<file path="config.mk">
export PLATFORM = sky130hd
export DESIGN_NAME = lhc_ctrl
export DESIGN_NICKNAME = d
export VERILOG_FILES = /design/src/rtl/lhc_pkg.sv /design/src/rtl/lhc_ctrl.sv
export VERILOG_INCLUDE_DIRS = /design/src /design/src/rtl
export SDC_FILE = /design/constraint.sdc
export NUM_CORES = 1
export LEC_CHECK = 0
export ABC_AREA = 0
export BUFFER_PORTS_ARGS = -buffer_cell sky130_fd_sc_hd__buf_2
export CAP_MARGIN = 0
export CORE_AREA = 2 2 39 41
export DETAILED_ROUTE_END_ITERATION = 10
export DIE_AREA = 0 0 41 43
export HOLD_SLACK_MARGIN = 0.15
export PLACE_DENSITY_LB_ADDON = 0.3
export SLEW_MARGIN = 20
export SYNTH_ARGS = -nofsm -noshare
export SYNTH_HDL_FRONTEND = slang
export SYNTH_SLANG_ARGS = --single-unit
</file>
<file path="constraint.sdc">
create_clock -name i_clk -period 1.6 [get_ports i_clk]
set_input_delay 0.08 -clock i_clk [delete_from_list [all_inputs] [get_ports i_clk]]
set_output_delay 0.08 -clock i_clk [all_outputs]
set_load 0.01 [all_outputs]
</file>
<file path="src/rtl/letter_huffman_codec_macros.svh">
// Assertion macros for the letter Huffman codec.
// Used by lhc_ctrl; no other dependencies.
`ifndef LETTER_HUFFMAN_CODEC_MACROS_SVH
`define LETTER_HUFFMAN_CODEC_MACROS_SVH

// same-cycle implication
`define LHC_ASSERT_IMP(lbl, clk, rstn, ante, cons) \
    lbl: assert property (@(posedge clk) disable iff (!rstn) (ante) |-> (cons)) \
        else $error("lhc assertion failed");

// next-cycle implication
`define LHC_ASSERT_NXT(lbl, clk, rstn, ante, cons) \
    lbl: assert property (@(posedge clk) disable iff (!rstn) (ante) |=> (cons)) \
        else $error("lhc assertion failed");

`endif

</file>
<file path="src/rtl/lhc_pkg.sv">
// Package for the letter Huffman codec: sizes, codes, FSM type, control structs.
// No dependencies.
`timescale 1ns / 1ps

package lhc_pkg;

    localparam int ALPHABET    = 26;
    localparam int COUNT_WIDTH = 24;
    localparam int NSLOT       = 2 * ALPHABET - 1;
    localparam int SYM_W       = $clog2(ALPHABET);
    localparam int NODE_W      = $clog2(NSLOT);
    localparam int LEAF_W      = $clog2(ALPHABET + 1);
    localparam int WT_W        = COUNT_WIDTH + $clog2(ALPHABET);
    localparam int CW_W        = ALPHABET - 1;
    localparam int LEN_W       = $clog2(ALPHABET);

    // fixed field widths
    localparam int CMD_W       = 3;
    localparam int KIND_W      = 2;
    localparam int CODE_BITS_W = 25;
    localparam int CODE_LEN_W  = 5;
    localparam int WB_W        = 34;
    localparam int TOT_W       = 29;

    localparam logic [CMD_W-1:0] CMD_CLEAR  = 3'd0;
    localparam logic [CMD_W-1:0] CMD_COUNT  = 3'd1;
    localparam logic [CMD_W-1:0] CMD_BUILD  = 3'd2;
    localparam logic [CMD_W-1:0] CMD_ENCODE = 3'd3;
    localparam logic [CMD_W-1:0] CMD_DECODE = 3'd4;

    localparam logic [KIND_W-1:0] KIND_CODE   = 2'd0;
    localparam logic [KIND_W-1:0] KIND_LETTER = 2'd1;
    localparam logic [KIND_W-1:0] KIND_BUILD  = 2'd2;
    localparam logic [KIND_W-1:0] KIND_ERROR  = 2'd3;

    localparam logic [7:0] CHAR_ZERO = 8'h30;
    localparam logic [7:0] CHAR_ONE  = 8'h31;
    localparam logic [7:0] CHAR_UA   = 8'h41;
    localparam logic [7:0] CHAR_UZ   = 8'h5A;
    localparam logic [7:0] CHAR_LA   = 8'h61;
    localparam logic [7:0] CHAR_LZ   = 8'h7A;

    typedef enum logic [2:0] {
        S_IDLE,
        S_LOAD,
        S_SCAN,
        S_SCAN_END,
        S_MERGE,
        S_DONE,
        S_DEC_RD
    } t_state;

    typedef struct packed {
        logic take;      // input transfer this cycle
        logic load;      // load one letter as a leaf
        logic scan;      // issue a weight read
        logic merge;     // join the two lightest nodes
        logic done;      // present the build result
        logic dec;       // finish a decode step
    } t_cmd;

    typedef struct packed {
        logic out_free;
        logic load_last;
        logic tree_small;
        logic scan_last;
        logic merge_last;
        logic dec_go;
    } t_stat;

    typedef struct packed {
        logic             ok;
        logic [SYM_W-1:0] idx;
    } t_lidx;

    function automatic t_lidx letter_index(logic [7:0] b);
        t_lidx      r;
        logic [7:0] f;
        f     = (b >= CHAR_UA && b <= CHAR_UZ) ? 8'(b + 8'd32) : b;
        r.ok  = (f >= CHAR_LA) && (f <= CHAR_LZ) && (8'(f - CHAR_LA) < 8'(ALPHABET));
        r.idx = SYM_W'(8'(f - CHAR_LA));
        return r;
    endfunction

endpackage

</file>
<file path="src/rtl/lhc_ctrl.sv">
// Sequencer for the letter Huffman codec: accepts commands, steps the build.
// Depends on lhc_pkg and letter_huffman_codec_macros.svh.
`timescale 1ns / 1ps
`include "letter_huffman_codec_macros.svh"

module lhc_ctrl (
    input  logic                      i_clk,
    input  logic                      i_rst_n,
    input  logic                      i_valid,
    input  logic [lhc_pkg::CMD_W-1:0] i_command,
    input  lhc_pkg::t_stat            i_stat,
    output logic                      o_ready,
    output lhc_pkg::t_cmd             o_cmd
);

    lhc_pkg::t_state r_state, n_state;
    logic            take;

    assign o_ready = (r_state == lhc_pkg::S_IDLE) && i_stat.out_free;
    assign take    = i_valid && o_ready;

    always_ff @(posedge i_clk) begin
        if (!i_rst_n) begin
            r_state <= lhc_pkg::S_IDLE;
        end else begin
            r_state <= n_state;
        end
    end

    always_comb begin
        n_state = r_state;
        unique case (r_state)
            lhc_pkg::S_IDLE: begin
                if (take && i_command == lhc_pkg::CMD_BUILD) begin
                    n_state = lhc_pkg::S_LOAD;
                end else if (take && i_command == lhc_pkg::CMD_DECODE && i_stat.dec_go) begin
                    n_state = lhc_pkg::S_DEC_RD;
                end
            end
            lhc_pkg::S_LOAD: begin
                if (i_stat.load_last) begin
                    n_state = i_stat.tree_small ? lhc_pkg::S_DONE : lhc_pkg::S_SCAN;
                end
            end
            lhc_pkg::S_SCAN: begin
                if (i_stat.scan_last) begin
                    n_state = lhc_pkg::S_SCAN_END;
                end
            end
            lhc_pkg::S_SCAN_END: n_state = lhc_pkg::S_MERGE;
            lhc_pkg::S_MERGE: begin
                n_state = i_stat.merge_last ? lhc_pkg::S_DONE : lhc_pkg::S_SCAN;
            end
            lhc_pkg::S_DONE: begin
                if (i_stat.out_free) begin
                    n_state = lhc_pkg::S_IDLE;
                end
            end
            lhc_pkg::S_DEC_RD: n_state = lhc_pkg::S_IDLE;
            default: n_state = lhc_pkg::S_IDLE;
        endcase
    end

    always_comb begin
        o_cmd       = '0;
        o_cmd.take  = take;
        unique case (r_state)
            lhc_pkg::S_LOAD:   o_cmd.load  = 1'b1;
            lhc_pkg::S_SCAN:   o_cmd.scan  = 1'b1;
            lhc_pkg::S_MERGE:  o_cmd.merge = 1'b1;
            lhc_pkg::S_DONE:   o_cmd.done  = i_stat.out_free;
            lhc_pkg::S_DEC_RD: o_cmd.dec   = 1'b1;
            default: ;
        endcase
    end

    `LHC_ASSERT_NXT(a_build_loads, i_clk, i_rst_n, take && i_command == lhc_pkg::CMD_BUILD, r_state == lhc_pkg::S_LOAD)
    `LHC_ASSERT_NXT(a_dec_reads, i_clk, i_rst_n, take && i_command == lhc_pkg::CMD_DECODE && i_stat.dec_go, r_state == lhc_pkg::S_DEC_RD)
    `LHC_ASSERT_NXT(a_done_leaves, i_clk, i_rst_n, r_state == lhc_pkg::S_DONE && i_stat.out_free, r_state == lhc_pkg::S_IDLE)

endmodule

</file>
==> results of run 1 <==
-- power groups by stage --
stage / combinational [mW] / clock (mW) / sequential (mW)
2_1_floorplan: 0.410 / 0 / 0.120
3_5_place_dp: 0.430 / 0 / 0.177
6_report: 0.427 / 0.133 / 0.176
3_3_place_gp: 0.433 / 0 / 0.175
5_1_grt: 0.481 / 0.151 / 0.183
4_1_cts: 0.433 / 0.138 / 0.175
-- layout make-up --
type / count / area, um^2
Tap cell: 16 / 20.02
Fill cell: 155 / 898.4
Timing Repair Buffer: 20 / 107.6
Sequential cell: 3 / 60.06
Multi-Input combinational cell: 39 / 259.0
Clock buffer: 4 / 26.28
Inverter: 3 / 12.51
-- cells in the final DEF, fill, tap and decap left out, types with 2 or more instances in the layout --
cell / n
sky130_fd_sc_hd__buf_2: 18
sky130_fd_sc_hd__nand2_1: 7
sky130_fd_sc_hd__nor2_1: 5
sky130_fd_sc_hd__clkbuf_4: 3
sky130_fd_sc_hd__dfxtp_1: 3
sky130_fd_sc_hd__and2_1: 2
sky130_fd_sc_hd__nand2b_1: 2
sky130_fd_sc_hd__and3b_1: 2
sky130_fd_sc_hd__inv_1: 2
sky130_fd_sc_hd__o21ai_0: 2
sky130_fd_sc_hd__a21oi_1: 2
-- metrics by stage --
| step | hold slack (ns) | power [mW] | util, % | area (um^2) | instances |
|---|---|---|---|---|---|
| final | 0.1753 | 0.7362 | 35.08 | 485.5 | 85 |
| after global routing | 0.1789 | 0.8151 | 35.08 | 485.5 | 85 |
| after CTS | 0.1756 | 0.7460 | 35.08 | 485.5 | 85 |
| after detailed placement | 0.3213 | 0.6068 | 32.46 | 449.2 | 80 |
| after global placement | 0.3250 | 0.6079 | 32.46 | 449.2 | 80 |
| after floorplan | 0.1978 | 0.5301 | - | 369.1 | 49 |
-- per-layer routing --
layer  vias up  track usage (%)  part of all wire, %
li1        216                -                    -
met1       185            12.42                   45
met3         0            1.571                  5.8
met4         0            12.00                    0
met2        15            15.63                   49
met5         -                0                    0
-- tightest hold or removal path: stages --
cell,delay (ns)
sky130_fd_sc_hd__buf_2,0.09
sky130_fd_sc_hd__nor4_1,0.04
sky130_fd_sc_hd__o21a_1,0.15
-- logic make-up after synthesis --
| family | after synthesis |
|---|---|
| AND/OR/NAND/NOR | 24 |
| AO/OA/AOI/OAI | 15 |
| flip-flops | 3 |
| buffers and inverters | 7 |
-- path summary, 6_finish.rpt --
kind,from,endpoint,slack (ns),cells past startpoint
worst min register to register,r_state[1],r_state[1],0.75,3
worst max register to register,r_state[2],r_state[0],0.18,5
worst min-delay path,i_stat[2],r_state[1],0.18,3
worst max-delay path,r_state[0],o_cmd[5],0.12,4
==> summary.txt, run 1 <==
Synthesis
  • Share of the synthesized area in the top cell type: 16.27%
  • Library cell with the largest summed area after synthesis: sky130_fd_sc_hd__dfxtp_1
  • Total nets after synthesis: 61
  • Proportion of synthesized flip-flops having asynchronous set or reset: 0%
  • Area fraction in compound gates after synthesis: 33.22%
  • Arithmetic-cell share of the synthesized area counting full adders, half adders and majority gates: 0%
  • Portion of the post-synthesis area used by sequential elements: 16.27%
  • Cell with the most instances after synthesis: sky130_fd_sc_hd__nand2_1
  • Multiplexer area fraction after synthesis: 0%
  • Largest family of logic cells by synthesized area: simple AND/OR/NAND/NOR gates
  • Number of enable flip-flop cells after synthesis: 0
  • Avg Inst Size Synth: 7.533 um^2
  • Predominant post-synthesis flop cell: sky130_fd_sc_hd__dfxtp_1
  • Total of warnings raised by yosys: 0
  • Area share of xor/xnor cells in the synthesized design: 0%
  • Post-synthesis instance area: 369.1 um^2
  • Most area-consuming cells after synthesis: sky130_fd_sc_hd__dfxtp_1 (16%), sky130_fd_sc_hd__nand2_1 (7.1%), sky130_fd_sc_hd__buf_6 (6.1%)
  • Leading post-synthesis cells by instance count: sky130_fd_sc_hd__nand2_1 (7), sky130_fd_sc_hd__nor2_1 (5), sky130_fd_sc_hd__dfxtp_1 (3)
  • Simple-gate share of the synthesized area: 36.95%
  • Post-Syn Instances: 49
  • Count of different cell masters after synthesis: 29
  • Flip-flop and latch count after synthesis: 3

Clock tree
  • CTS hold repair buffers: 1
  • Number of buffers inserted during clock tree synthesis: 3
  • Clock insertion delay at the later pin of the skew report: 0.23 ns
  • Number of gates given a new drive strength after cts: 0
  • Clock tree root buffer cell: sky130_fd_sc_hd__clkbuf_4
  • Total clock sinks: 3
  • Post-CTS setup repair buffer count: 0
  • Clock slew at the register clock pins of the worst setup and hold paths: 0.04 ns
  • Clock buffer depth: 2
  • Number of H-tree levels: 1
  • Clock tree from TritonCTS: done

Setup path
  • Endpoint kind of the worst setup timing path: primary output
  • Max Fanout on Critical Path: 11
  • Critical Path Max Stage Delay: 0.53 ns
  • Crit path required time: 1.52 ns
  • Worst EP arrival: 1.40 ns
  • Cell family with the largest share of critical-path delay: flip-flops
  • Critical path buffers and inverters: 1
  • Element type at the critical path start: flip-flop
  • Category of the critical setup timing path: reg2out
  • Critical-path top delay cell: sky130_fd_sc_hd__dfxtp_1
  • Cell-by-cell trace of the critical path: nor2_1 -> and3_2 -> and2_1 -> buf_2

Power
  • Areal power density over the cells: 1517 nW/um^2
  • Internal power: 410.8 uW
  • Relative contribution of the clock network to total power: 18.1%
  • Logic gate share of total power: 58.0%
  • IR drop worst, VDD: 657.3 uV
  • Switching power of the nets: 325.4 uW
  • Flop pwr share: 23.9%
  • Switching power share of the total: 44.20%
  • Total leakage power: 0.2401 nW

Place
  • Worst Setup Slack post-DPL: 0.1761 ns
  • Routability cong.: 0.7635
  • Total of buffers placed on input and output ports: 18
  • Half-perimeter wire length after detailed placement: 681.9 um

Timing
  • Worst-case setup margin in the final layout: 0.1223 ns
  • Crit path time final: 1.478 ns
  • Final setup TNS: 0 ns
  • Final number of setup-violating endpoints: 0
  • Setup clock skew after layout: 0.001711 ns
  • Pins over their slew limit: 0
  • Transition time at the pin with the least slew margin: 0.3779 ns
  • Number of hold violations in the final report: 0
  • RSZ-0062 raised after global routing: false
  • F_max: 676.7 MHz
  • Part of the cycle the worst path needs: 92.36%
  • Worst slew margin relative to its limit: 74.78%

Route
  • WL final: 867 um
  • Detailed-route wire length per cell: 10.20 um
  • Number of DRC violations after detailed routing: 0
  • Count of nets left with antenna violations after detail routing: 0
  • Via count of the routed design: 416
  • Via density per instance: 4.894
  • First-pass DRT Iterations: 4
  • Detailed router's first-iteration violation count: 9

Floorplan
  • Core ar.: 1384 um^2
  • FP Rows: 14
  • DIE AREA: 1763 um^2
  • Top-Level Pins: 19
  • Effective utilization at floorplan: 26.67%
  • Die Width: 41 um
  • Die height: 43 um

Worst hold path
  • Worst min-delay path class: in2reg

Global routing
  • Antenna violations before repair: 0
  • Via count of the first global-routing pass: 346
  • Largest net degree at the start of global routing: 13
  • Overall routing resource usage: 11.01%
  • First-pass GRT wire length: 1262 um
  • Aggregate global routing overflow: 0

Cells and area
  • Count of inserted antenna diode cells: 0
  • Share of layout cells above drive strength 1: 40.58%
  • Layout overhead on the synthesized area: 31.53%
  • Most flop-heavy register: r_state
  • Leading registers by flop count: r_state x3
  • Net total in the final layout: 82
  • Largest register FFs: 3

Run status
  • Status: finished, final reports clean

Run
  • Max-cap violation count: 0
No activity file was read; power rests on OpenSTA's default activity.
==> run 2, diff against run 1 <==
- clock period: 1.6 -> 1.7 ns (I/O delays scaled with it)
==> summary.txt, run 2 (synthesis gave the netlist of run 1 again) <==
Run status
  • Status: finished, final reports clean

Timing
  • Worst slew margin relative to its limit: 74.33% (-0.44 points)
  • Final hold slack: 0.1777 ns (+0.002366 ns)
  • Final setup TNS: 0 ns (unchanged)
  • Number of hold violations in the final report: 0 (unchanged)
  • Transition time at the pin with the least slew margin: 0.3845 ns (+0.006632 ns)
  • Crit path time final: 1.491 ns
  • F_max: 670.7 MHz
  • Final number of setup-violating endpoints: 0 (unchanged)
  • Pins over their slew limit: 0 (unchanged)
  • Worst-case setup margin in the final layout: 0.2089 ns (+0.08669 ns)
  • Setup clock skew after layout: 0.001497 ns (-0.0002143 ns)
  • Part of the cycle the worst path needs: 87.71%
  • RSZ-0062 raised after global routing: false

Power
  • Total leakage power: 0.2401 nW (unchanged)
  • Switching power of the nets: 304.0 uW (-6.6%)
  • Logic gate share of total power: 57.9% (about the same)
  • Flop pwr share: 24.2% (+0.3 points)
  • IR drop worst, VDD: 612.7 uV (-6.8%)
  • Relative contribution of the clock network to total power: 17.9% (-0.2 points)
  • Switching power share of the total: 44.03% (-0.17 points)
  • Overall power: 690.6 uW (-6.2%)
  • Areal power density over the cells: 1423 nW/um^2 (-6.2%)
  • Internal power: 386.5 uW (-5.9%)

Setup path
  • Element type at the critical path start: flip-flop
  • Critical R2R Launch: r_state[2]
  • Flop2flop setup slack: 0.27 ns (+0.09 ns)
  • Critical Path Max Stage Delay: 0.54 ns (about the same)
  • Cell family with the largest share of critical-path delay: flip-flops
  • Critical Path Source: r_state[0]
  • Cell-by-cell trace of the critical path: nor2_1 -> and3_2 -> and2_1 -> buf_2
  • Category of the critical setup timing path: reg2out
  • Crit path required time: 1.62 ns (+0.10 ns)
  • Endpoint kind of the worst setup timing path: primary output
  • Max Fanout on Critical Path: 11 (unchanged)
  • Critical-path top delay cell: sky130_fd_sc_hd__dfxtp_1
  • Worst EP arrival: 1.41 ns (about the same)
  • Critical path buffers and inverters: 1 (unchanged)

Cells and area
  • Leading cell type in the layout, fill and taps excluded: sky130_fd_sc_hd__buf_2
  • FILL cells: 153 (-1.3%)
  • Count of inserted antenna diode cells: 0 (unchanged)
  • Most flop-heavy register: r_state
  • Largest register FFs: 3 (unchanged)
  • Layout overhead on the synthesized area: 31.53% (unchanged)
  • Net total in the final layout: 82 (unchanged)
  • Leading registers by flop count: r_state x3
  • Highest-count cells in the layout ignoring fill and taps: sky130_fd_sc_hd__buf_2 (18), sky130_fd_sc_hd__nand2_1 (7), sky130_fd_sc_hd__nor2_1 (5)
  • Share of layout cells above drive strength 1: 40.58% (unchanged)
  • Final core utilization: 35.08% (unchanged)

Route
  • Count of nets left with antenna violations after detail routing: 0 (unchanged)
  • Detailed-route wire length per cell: 9.812 um (-3.8%)
  • First-pass DRT Iterations: 1 (-3)
  • Detailed router's first-iteration violation count: 0 (-9)
  • Number of DRC violations after detailed routing: 0 (unchanged)
  • Via count of the routed design: 415 (-0.24%)
  • Via density per instance: 4.882 (-0.24%)
  • WL final: 834 um (-3.8%)

Clock tree
  • Clock tree root buffer cell: sky130_fd_sc_hd__clkbuf_4
  • Number of H-tree levels: 1 (unchanged)
  • Post-CTS setup repair buffer count: 0 (unchanged)
  • Clock insertion delay at the later pin of the skew report: 0.23 ns (about the same)
  • Number of buffers inserted during clock tree synthesis: 3 (unchanged)
  • Total clock sinks: 3 (unchanged)
  • Clock tree from TritonCTS: done
  • Clock buffer depth: 2 (unchanged)
  • Clock slew at the register clock pins of the worst setup and hold paths: 0.04 ns (about the same)

Floorplan
  • Die height: 43 um (unchanged)
  • Top-Level Pins: 19 (unchanged)
  • Effective utilization at floorplan: 26.67% (unchanged)
  • Core ar.: 1384 um^2 (unchanged)
  • DIE AREA: 1763 um^2 (unchanged)
  • Die Width: 41 um (unchanged)
  • FP Rows: 14 (unchanged)

Place
  • Worst Setup Slack post-DPL: 0.2737 ns (+0.09762 ns)
  • Routability cong.: 0.7633 (about the same)
  • Total of buffers placed on input and output ports: 18 (unchanged)
  • Half-perimeter wire length after detailed placement: 670.6 um (-1.7%)

Global routing
  • Aggregate global routing overflow: 0 (unchanged)
  • Largest net degree at the start of global routing: 13 (unchanged)
  • First-pass GRT wire length: 1331 um (+5.5%)
  • Antenna violations before repair: 0 (unchanged)
  • Overall routing resource usage: 10.91% (-0.10 points)
  • Via count of the first global-routing pass: 358 (+3.5%)

Worst hold path
  • HP Start: i_stat[2]
  • Worst min-delay path class: in2reg

Run
  • Max-cap violation count: 0 (unchanged)
## run 2: cell counts in the layout (fill, tap and decap cells not counted)
No cell type changed its count.
## run 2: area by class of cell
type | instances | area [um^2] | share of cell area, %
Clock buffer | 4 | 26.28 | 5.412
Timing Repair Buffer | 20 | 107.6 | 22.16
Tap cell | 16 | 20.02 | 4.124
Inverter | 3 | 12.51 | 2.577
Multi-Input combinational cell | 39 | 259.0 | 53.35
Sequential cell | 3 | 60.06 | 12.37
## run 2: worst register-to-register path, stage by stage (launching register included)
cell and delay, ns:
sky130_fd_sc_hd__dfxtp_1 0.54, sky130_fd_sc_hd__and2b_4 0.25, sky130_fd_sc_hd__a2bb2oi_1 0.15, sky130_fd_sc_hd__o32a_1 0.16, sky130_fd_sc_hd__o21ai_1 0.05, sky130_fd_sc_hd__and2_1 0.16
## run 2: per-layer routing
layer  part of all wire (%)  GRT usage [%]
met5                      0              0
met4                    2.0          10.00
met3                    5.2              0
met2                     46          15.63
met1                     46          14.01
## run 2: path summary, 6_finish.rpt
path | endpoint | depth (start not counted)
setup / recovery | o_cmd[5] | 4
hold / removal | r_state[1] | 3
setup reg to reg | r_state[0] | 5
hold reg to reg | r_state[1] | 3
## run 2: power by group through the flow
| stage | Sequential (mW) | Combinational [mW] | Clock, mW |
|---|---|---|---|
| after floorplan | 0.113 | 0.386 | 0 |
| after global placement | 0.165 | 0.407 | 0 |
| after detailed placement | 0.166 | 0.403 | 0 |
| after CTS | 0.165 | 0.405 | 0.132 |
| after global routing | 0.175 | 0.453 | 0.134 |
| final | 0.167 | 0.400 | 0.123 |
## run 2: timing repair
action                    CTS  global route
hold buffers                1             0
hold endpoints to repair    3             0
gates resized for setup     0             0
## run 2: metrics by stage
step	instance area, um^2	instances
floorplan	369.1	49
global placement	449.2	80
detailed placement	449.2	80
CTS	485.5	85
global route	485.5	85
finish	485.5	85
